`config.mk`:
```
export PLATFORM = sky130hd
export DESIGN_NAME = rule30_diamond_chunk_step_core
export DESIGN_NICKNAME = d
export VERILOG_FILES = /design/src/sv/r30dc_pkg.sv /design/src/sv/r30dc_grow_cell.sv /design/src/sv/r30dc_shrink_cell.sv /design/src/sv/rule30_diamond_chunk_step_core.sv
export SDC_FILE = /design/constraint.sdc
export NUM_CORES = 1
export LEC_CHECK = 0
export BUFFER_PORTS_ARGS = -buffer_cell sky130_fd_sc_hd__buf_2
export CAP_MARGIN = 30
export CORE_UTILIZATION = 40
export DETAILED_ROUTE_END_ITERATION = 6
export HOLD_SLACK_MARGIN = 0.05
export PLACE_DENSITY_LB_ADDON = 0.15
export SYNTH_ARGS = -nofsm -noshare
export SYNTH_HDL_FRONTEND = slang
export SYNTH_SLANG_ARGS = --single-unit
```
`constraint.sdc`:
```
create_clock -name i_clk -period 7.35 [get_ports i_clk]
set_input_delay 1.1025 -clock i_clk [delete_from_list [all_inputs] [get_ports i_clk]]
set_output_delay 1.1025 -clock i_clk [all_outputs]
set_load 0.05 [all_outputs]
```
`src/sv/r30dc_pkg.sv`:
```
`default_nettype none

package r30dc_pkg;

    // number of edge cells per half, sets the depth of the chain
    localparam int EDGE_CELLS = 16;
    // width of an edge field
    localparam int EDGE_W = 33;
    // width of the working row
    localparam int ROW_W = 64;
    // bits to name a generation inside one half of the chain
    localparam int IDX_W = (EDGE_CELLS > 1) ? $clog2(EDGE_CELLS) : 1;
    // bits to name a cell position, wide enough to hold ROW_W itself
    localparam int CELL_IDX_W = $clog2(ROW_W) + 1;
    localparam int EDGE_SEL_W = $clog2(EDGE_W);
    localparam int ROW_SEL_W = $clog2(ROW_W);

    typedef logic [EDGE_W-1:0] t_edge;
    typedef logic [ROW_W-1:0] t_row;
    typedef logic [IDX_W-1:0] t_idx;
    typedef logic [CELL_IDX_W-1:0] t_cidx;

    // payload carried through the growing half
    typedef struct packed {
        t_row  row;
        t_edge lft;
        t_edge rgt;
    } t_grow;

    // payload carried through the shrinking half
    typedef struct packed {
        t_row  row;
        t_edge nl;
        t_edge nr;
    } t_shrink;

    // one rule 30 generation, zero beyond both ends
    function automatic t_row generation(t_row b);
        return (b >> 1) ^ (b | (b << 1));
    endfunction

    // read an edge cell, zero beyond the field
    function automatic logic get_edge(t_edge e, t_cidx k);
        logic bit_v;
        bit_v = 1'b0;
        if (k < CELL_IDX_W'(EDGE_W)) begin
            bit_v = e[k[EDGE_SEL_W-1:0]];
        end
        return bit_v;
    endfunction

    // write an edge cell, dropped beyond the field
    function automatic t_edge put_edge(t_edge e, t_cidx k, logic b);
        t_edge v;
        v = e;
        if (k < CELL_IDX_W'(EDGE_W)) begin
            v[k[EDGE_SEL_W-1:0]] = b;
        end
        return v;
    endfunction

    // read a row cell, zero beyond the row
    function automatic logic get_row(t_row r, t_cidx k);
        logic bit_v;
        bit_v = 1'b0;
        if (k < CELL_IDX_W'(ROW_W)) begin
            bit_v = r[k[ROW_SEL_W-1:0]];
        end
        return bit_v;
    endfunction

    // write a row cell, dropped beyond the row
    function automatic t_row put_row(t_row r, t_cidx k, logic b);
        t_row v;
        v = r;
        if (k < CELL_IDX_W'(ROW_W)) begin
            v[k[ROW_SEL_W-1:0]] = b;
        end
        return v;
    endfunction

endpackage

`default_nettype wire

```
`src/sv/r30dc_grow_cell.sv`:
```
`default_nettype none

module r30dc_grow_cell (
    input  wire logic             i_clk,
    input  wire logic             i_rst_n,
    input  wire r30dc_pkg::t_idx  i_stage,
    input  wire logic             i_valid,
    input  wire r30dc_pkg::t_grow i_data,
    output logic                  o_stall,
    input  wire logic             i_stall,
    output logic                  o_valid,
    output r30dc_pkg::t_grow      o_data
);
    import r30dc_pkg::*;

    logic  r_valid;
    t_grow r_data;
    t_grow n_data;
    t_cidx l_v;
    t_cidx k_lo;
    t_cidx k_hi;

    // edge cell positions taken in this generation
    assign l_v  = CELL_IDX_W'(i_stage);
    assign k_lo = CELL_IDX_W'(2) + (l_v << 1);
    assign k_hi = CELL_IDX_W'(3) + (l_v << 1);

    // one growing generation and injection of the boundary cells
    always_comb begin
        t_row row_v;
        row_v = generation(i_data.row);
        if (l_v + CELL_IDX_W'(1) < CELL_IDX_W'(EDGE_CELLS)) begin
            row_v = row_v << 1;
            row_v = put_row(row_v, CELL_IDX_W'(1), get_edge(i_data.lft, k_lo));
            row_v = put_row(row_v, k_lo + CELL_IDX_W'(1), get_edge(i_data.rgt, k_lo));
            row_v = put_row(row_v, CELL_IDX_W'(0), get_edge(i_data.lft, k_hi));
            row_v = put_row(row_v, k_hi + CELL_IDX_W'(1), get_edge(i_data.rgt, k_hi));
        end else begin
            row_v = put_row(row_v, CELL_IDX_W'(0), get_edge(i_data.lft, k_lo));
            row_v = put_row(row_v, k_lo, get_edge(i_data.rgt, k_lo));
        end
        n_data.row = row_v;
        n_data.lft = i_data.lft;
        n_data.rgt = i_data.rgt;
    end

    // hold while a request sits here and the next cell is stalled
    assign o_stall = r_valid && i_stall;

    always_ff @(posedge i_clk) begin
        if (!i_rst_n) begin
            r_valid <= 1'b0;
        end else if (!o_stall) begin
            r_valid <= i_valid;
        end
    end

    always_ff @(posedge i_clk) begin
        if (!o_stall && i_valid) begin
            r_data <= n_data;
        end
    end

    assign o_valid = r_valid;
    assign o_data  = r_data;

endmodule

`default_nettype wire

```
`src/sv/r30dc_shrink_cell.sv`:
```
`default_nettype none

module r30dc_shrink_cell (
    input  wire logic               i_clk,
    input  wire logic               i_rst_n,
    input  wire r30dc_pkg::t_idx    i_stage,
    input  wire logic               i_valid,
    input  wire r30dc_pkg::t_shrink i_data,
    output logic                    o_stall,
    input  wire logic               i_stall,
    output logic                    o_valid,
    output r30dc_pkg::t_shrink      o_data
);
    import r30dc_pkg::*;

    logic    r_valid;
    t_shrink r_data;
    t_shrink n_data;
    t_cidx   i_v;
    t_cidx   k_left;
    t_cidx   k_right;
    t_cidx   k_out;

    // row cells watched and output cells written in this generation
    assign i_v     = CELL_IDX_W'(i_stage);
    assign k_left  = i_v + CELL_IDX_W'(1);
    assign k_right = CELL_IDX_W'(2 * EDGE_CELLS) - i_v - CELL_IDX_W'(1);
    assign k_out   = CELL_IDX_W'(1) + (i_v << 1);

    // sample the row, step one generation, sample again
    always_comb begin
        t_row  row_v;
        t_edge nl_v;
        t_edge nr_v;
        nl_v  = put_edge(i_data.nl, k_out, get_row(i_data.row, k_left));
        nr_v  = put_edge(i_data.nr, k_out, get_row(i_data.row, k_right));
        row_v = generation(i_data.row);
        nl_v  = put_edge(nl_v, k_out + CELL_IDX_W'(1), get_row(row_v, k_left));
        nr_v  = put_edge(nr_v, k_out + CELL_IDX_W'(1), get_row(row_v, k_right));
        n_data.row = row_v;
        n_data.nl  = nl_v;
        n_data.nr  = nr_v;
    end

    // hold while a request sits here and the next cell is stalled
    assign o_stall = r_valid && i_stall;

    always_ff @(posedge i_clk) begin
        if (!i_rst_n) begin
            r_valid <= 1'b0;
        end else if (!o_stall) begin
            r_valid <= i_valid;
        end
    end

    always_ff @(posedge i_clk) begin
        if (!o_stall && i_valid) begin
            r_data <= n_data;
        end
    end

    assign o_valid = r_valid;
    assign o_data  = r_data;

endmodule

`default_nettype wire

```
`src/sv/rule30_diamond_chunk_step_core.sv`:
```
// channel   direction  handshake          payload
// input     in         i_valid / o_stall  i_left_edge, i_right_edge
// output    out        o_valid / i_stall  o_new_left_edge, o_new_right_edge
//
// a request passes a chain of 2*EDGE_CELLS cells, one rule 30 generation per cell;
// one request accepted per cycle while o_stall is low.
// the last cell's registers drive the output ports directly.
// reset (synchronous, active low) clears only the valid bits of the cells.
// a stall holds the occupied cells at the tail; empty cells upstream keep filling.
`default_nettype none

module rule30_diamond_chunk_step_core (
    input  wire logic             i_clk,
    input  wire logic             i_rst_n,
    input  wire logic             i_valid,
    output logic                  o_stall,
    input  wire r30dc_pkg::t_edge i_left_edge,
    input  wire r30dc_pkg::t_edge i_right_edge,
    output logic                  o_valid,
    input  wire logic             i_stall,
    output r30dc_pkg::t_edge      o_new_left_edge,
    output r30dc_pkg::t_edge      o_new_right_edge
);
    import r30dc_pkg::*;

    logic    grow_valid [EDGE_CELLS+1];
    logic    grow_stall [EDGE_CELLS+1];
    t_grow   grow_data  [EDGE_CELLS+1];
    logic    shr_valid  [EDGE_CELLS+1];
    logic    shr_stall  [EDGE_CELLS+1];
    t_shrink shr_data   [EDGE_CELLS+1];

    // seed row from the corner cells of both input edges
    always_comb begin
        grow_data[0].row    = '0;
        grow_data[0].row[0] = i_left_edge[1];
        grow_data[0].row[1] = i_left_edge[0];
        grow_data[0].row[2] = i_right_edge[1];
        grow_data[0].lft    = i_left_edge;
        grow_data[0].rgt    = i_right_edge;
    end
    assign grow_valid[0] = i_valid;
    assign o_stall       = grow_stall[0];

    // growing half of the chain
    for (genvar g = 0; g < EDGE_CELLS; g++) begin : g_grow
        r30dc_grow_cell u_cell (
            .i_clk   (i_clk),
            .i_rst_n (i_rst_n),
            .i_stage (IDX_W'(g)),
            .i_valid (grow_valid[g]),
            .i_data  (grow_data[g]),
            .o_stall (grow_stall[g]),
            .i_stall (grow_stall[g+1]),
            .o_valid (grow_valid[g+1]),
            .o_data  (grow_data[g+1])
        );
    end

    // output corner cells copy the far corner of each input edge
    always_comb begin
        shr_data[0].row = grow_data[EDGE_CELLS].row;
        shr_data[0].nl  = put_edge('0, CELL_IDX_W'(0),
                                   get_edge(grow_data[EDGE_CELLS].lft,
                                            CELL_IDX_W'(2 * EDGE_CELLS)));
        shr_data[0].nr  = put_edge('0, CELL_IDX_W'(0),
                                   get_edge(grow_data[EDGE_CELLS].rgt,
                                            CELL_IDX_W'(2 * EDGE_CELLS)));
    end
    assign shr_valid[0]           = grow_valid[EDGE_CELLS];
    assign grow_stall[EDGE_CELLS] = shr_stall[0];

    // shrinking half of the chain
    for (genvar g = 0; g < EDGE_CELLS; g++) begin : g_shrink
        r30dc_shrink_cell u_cell (
            .i_clk   (i_clk),
            .i_rst_n (i_rst_n),
            .i_stage (IDX_W'(g)),
            .i_valid (shr_valid[g]),
            .i_data  (shr_data[g]),
            .o_stall (shr_stall[g]),
            .i_stall (shr_stall[g+1]),
            .o_valid (shr_valid[g+1]),
            .o_data  (shr_data[g+1])
        );
    end

    // result straight from the last cell
    assign shr_stall[EDGE_CELLS] = i_stall;
    assign o_valid          = shr_valid[EDGE_CELLS];
    assign o_new_left_edge  = shr_data[EDGE_CELLS].nl;
    assign o_new_right_edge = shr_data[EDGE_CELLS].nr;

endmodule

`default_nettype wire
```
* After elaboration in Yosys (flattened, before gate mapping) *
Index checks and enable logic that the tools add are counted.

storage, ports and cells
  logic and storage cells = 287
  input bits = 70
  bits in registers = 2357
  output and inout port bits = 68

operators by class
  bitwise logic cells = 64
  reduce and logical (&&, ||, !) cells = 96

operators by type and width
  cell               number
  1-bit logical AND  64
  32-bit OR          2
  32-bit XOR         2
  30-bit OR          2
  30-bit XOR         2
  28-bit OR          2
  28-bit XOR         2
  26-bit OR          2
  26-bit XOR         2
  24-bit OR          2
  24-bit XOR         2
  22-bit OR          2
  22-bit XOR         2
  20-bit OR          2
  20-bit XOR         2
  18-bit OR          2
  18-bit XOR         2
  1-bit zero test    32
  31-bit OR          1
  31-bit XOR         1
  29-bit OR          1
  29-bit XOR         1
  27-bit OR          1
  27-bit XOR         1
  26 further kinds   26

* Logic depth before layout (Yosys ltp) *
  depth in word-level cells = 34
  gate-level depth with buffers = 5
  gate-level depth less buffers = 4

* Modules after synthesis *
Synthesis repeated with hierarchy kept, for this count alone.

second synthesis, totals
  cells, all modules = 19610
  area, all modules = 227430.6 um2

modules (own cells, without submodules)
  module                                       times used  area an instance (um2)  cells each
  r30dc_grow_cell (g_grow[10].u_cell ...)      14          7534.7                  701
  r30dc_shrink_cell (g_shrink[12].u_cell ...)  12          6662.6                  523
  r30dc_grow_cell (g_grow[0].u_cell)           1           7494.7                  696
  r30dc_grow_cell (g_grow[9].u_cell)           1           7418.4                  666
  r30dc_shrink_cell (g_shrink[11].u_cell)      1           6886.6                  544
  r30dc_shrink_cell (g_shrink[9].u_cell)       1           6859.1                  556
  r30dc_shrink_cell (g_shrink[0].u_cell)       1           6708.9                  539
  r30dc_shrink_cell (g_shrink[10].u_cell)      1           6617.6                  517
  rule30_diamond_chunk_step_core               1           7.5                     2

* Worst setup path after synthesis *
OpenSTA, ideal clock, no wires.

  path type = input to register
  from = input port i_stall
  to = register g_shrink[13].u_cell.r_data, in the netlist g_shrink[13].u_cell.o_data[0] (enable)
  library setup time = 0.573 ns
  cell stages on the path = 2
  data required time = 6.777 ns
  path slack = 1.009 ns
  arrival time = 5.768 ns
  cell sequence = and3_1 > a21boi_0

on the way
  cells in the longest elaborated chain, start to end = 5

ends and longest elaborated chain
  item                             line                                  text
  start, declared                  rule30_diamond_chunk_step_core.sv:20  input wire logic i_stall,
  1-bit logical AND (3 in series)  r30dc_shrink_cell.sv:46               assign o_stall = r_valid && i_stall;
  1-bit zero test                  r30dc_shrink_cell.sv:57               if (!o_stall && i_valid) begin
  1-bit logical AND                r30dc_shrink_cell.sv:57
  end signal, assigned             r30dc_shrink_cell.sv:58               r_data <= n_data;
  end, declared                    r30dc_shrink_cell.sv:17               t_shrink r_data;

No other way between the ends.
A chain may end at the register's enable or synchronous reset.

* Final worst setup path *
  from = register g_shrink[4].u_cell.r_valid
  to = output port o_stall

on the way
  cells in the longest elaborated chain, start to end = 21

ends and longest elaborated chain
  item                              line                                  text
  start, declared                   r30dc_shrink_cell.sv:16               logic r_valid;
  start signal, assigned            r30dc_shrink_cell.sv:52               r_valid <= i_valid;
  1-bit logical AND (5 in series)   r30dc_shrink_cell.sv:46
  1-bit logical AND (16 in series)  r30dc_grow_cell.sv:48                 assign o_stall = r_valid && i_stall;
  end, declared                     rule30_diamond_chunk_step_core.sv:16  output logic o_stall,

No other way between the ends.

==> key figures <==
Drt
  – WL per Instance: 12.9 microns
  – Initial DRC Count: 1015
  – DRT antenna net count: 0
  – Via/cell ratio: 4.41
  – DR pass1 iterations: 4
  – DRC viols: 0
  – Vias: 22100
  – Final WL: 64500 microns

GRT
  – GRT Total Usage: 0.0962
  – Top Usage Layer GRT: met2
  – Remaining global-route overflow: 0
  – Largest net degree at the start of global routing: 65
  – Initial antenna violation count: 0
  – First-pass GRT wire length: 110000 microns
  – Met3 Use GR: 0.0253
  – Grt met1 use: 0.0970
  – Vias in the first global route: 23300
  – M2 GR Usage: 0.182

Worst setup path
  – Beginning of the worst register-to-register path: g_shrink[13].u_cell.o_valid
  – CP Class: reg2out
  – Top delay family on crit path: simple AND/OR/NAND/NOR gates
  – Buf/Inv on CP: 1
  – Worst path arrival time: 3.12 ns
  – R2R Setup Slk: 4.26 ns
  – Reg2Reg Capture Point: g_grow[2].u_cell.o_data[25]
  – Critical Path RT: 6.25 ns
  – Crit path max fanout: 6
  – CP Cell Sequence: nand4_2 > nor4_4 > nand3_1 > nor4_1 > buf_2
  – Startpoint Class: register
  – R2r worst-path depth: 5
  – CP max stage delay: 0.69 ns
  – CP max stage cell: nor4_4
  – Crit end category: primary output

Timing
  – Min Tclk post-route: 4.22 ns
  – Worst slew pin tran: 0.895 ns
  – Tcrit/Tclk final: 0.574
  – Unrepaired setup endpoints after global routing: false
  – Final Slew Violations: 0
  – Final WS setup: 3.13 ns
  – Fmax: 237 MHz
  – Final TNS setup: 0 ns
  – Final setup fails: 0
  – Slew margin rel.: 0.403
  – Worst Skew: 0.0295 ns
  – Final hold violations: 0

Flow run
  – MaxCap Viol Count: 0

Placed design
  – Port bufs: 136
  – Routability cong.: 0.725
  – Pre-CTS WS: 3.12 ns
  – Dpl hpwl: 40300 microns

Floorplanning
  – Die ar.: 139000 sq um
  – Die Span Y: 373 microns
  – # IOs: 138
  – Row count: 135
  – Core Area: 136000 sq um
  – Initial core utilization: 0.404
  – Die Wd: 373 microns

CTS
  – Max Root-Sink Buffers: 3
  – CTS resizes: 0
  – TritonCTS clock tree: done
  – Clk sinks: 1599
  – CTS hold repair buffers: 0
  – Post CTS Setup Buffer Count: 0
  – Total CTS buffers: 164
  – Clock tree root buffer cell: clkbuf_16
  – Worst skew pair latency: 0.76 ns
  – Depth of the CTS H-tree: 4
  – Clock Pin Slew Worst Setup and Hold Paths: 0.06 ns

Finish
  – Ratio of cells with drive above 1 in the final layout: 0.130
  – Finished Core Util: 0.467
  – Area delta synth->final: 15.5%
  – Commonest non-fill, non-tap cell in the layout: edfxtp_1
  – Final #Nets: 3167
  – Most frequent cells in the layout: edfxtp_1 (1567), nor2_1 (530), xnor2_1 (512)
  – ANT cells: 0

Synth
  – Warning count from the yosys run: 0
  – Unique cell type count in the Yosys netlist: 33
  – Cell Area, Synth: 55000 sq um
  – Cells after Synth: 2772
  – Ys flop type: edfxtp_1
  – Post-synth EDFFs: 1567
  – Share of the synthesized area in the top cell type: 0.856
  – Area contributors post-synth: edfxtp_1 (86%), xnor2_1 (8.2%), nor2_1 (3.6%), dfxtp_1 (1.2%), o21a_1 (0.25%)
  – Seq cells post-synth: 1599
  – Synth async-reset ratio: 0
  – Area leader, netlist: edfxtp_1
  – Syn avg cell area: 19.8 sq um
  – Register area share after synthesis: 0.868
  – Synth Net Count: 2842

Pwr
  – Leakage power: 19.9 nW
  – Tot Pwr: 17.9 mW
  – VDD IR max: 0.186 mV
  – P per Cell Area: 281 nW/um^2

Worst hold path
  – Hold depth: 0
  – Hold path start: g_shrink[6].u_cell.o_data[34]
  – HP Class: reg2reg
  – WHS Endpoint: g_shrink[7].u_cell.o_data[34]

Run status
  – Status: complete, no violations
## kinds of logic (layout without fill, tap and decap cells)
family,Yosys count,in the layout,share of synthesized area
compound gates,42,42,0.00555
xor+xnor,512,512,0.0816
buf+inv,13,469,0.00118
flops,1599,1599,0.868
simple gates,606,606,0.0442
## power by group
part	switching (mW)	total, mW	internal [mW]	leakage (nW)
clock network	3.34	7.83	4.49	2.51
logic	0.0411	0.0675	0.0264	2.92
registers	0.0154	9.95	9.93	14.4
## Yosys cell counts, drive strengths merged, types with 2 or more instances
cell	instances
a21boi	3
a21oi	5
and2	6
and3	5
buf	4
clkbuf	5
dfxtp	32
edfxtp	1567
inv	3
nand2	26
nand3	11
nand4	3
nor2	532
nor2b	13
nor3	5
nor4	4
o21a	18
o21ai	2
o31a	2
o31ai	8
o41ai	2
xnor2	512
## sequential cells by signal, summed over array words and instances, names as in the netlist
register                 count
g_shrink.u_cell.o_data     799
g_grow.u_cell.o_data       768
g_grow.u_cell.o_valid       16
g_shrink.u_cell.o_valid     16
## layout make-up
cell class	count	area, sq um
tap	1781	2230
inverter	4	15.0
clock buffer	205	4280
multi-input combinational	1160	7380
sequential	1599	47700
fill	11300	72500
clock inverter	92	896
timing repair buffer	168	1020
## metrics by stage
step	hold WS, ns	area, sq um	std cells
2_1_floorplan	0.400	55000	2772
3_3_place_gp	0.400	58200	4704
3_5_place_dp	0.405	58300	4710
4_1_cts	0.392	63500	5007
5_1_grt	0.405	63500	5009
6_report	0.403	63500	5009
## metal layers
layer | part of all wire | vias to the layer above
met5 | 0 | -
met4 | 0.033 | 0
met3 | 0.046 | 165
met2 | 0.54 | 362
met1 | 0.38 | 10700
li1 | - | 10800
## worst max path at each step
stage          depth (start not counted)                            end                       start
6_report                               5                        o_stall  g_shrink[4].u_cell.o_valid
5_1_grt                                5                        o_stall  g_shrink[4].u_cell.o_valid
4_1_cts                                5                        o_stall  g_shrink[4].u_cell.o_valid
3_5_place_dp                           6                        o_stall                     i_stall
3_3_place_gp                           6                        o_stall                     i_stall
2_1_floorplan                          2  g_shrink[13].u_cell.o_data[0]                     i_stall
(Power assumes the default switching activity.)
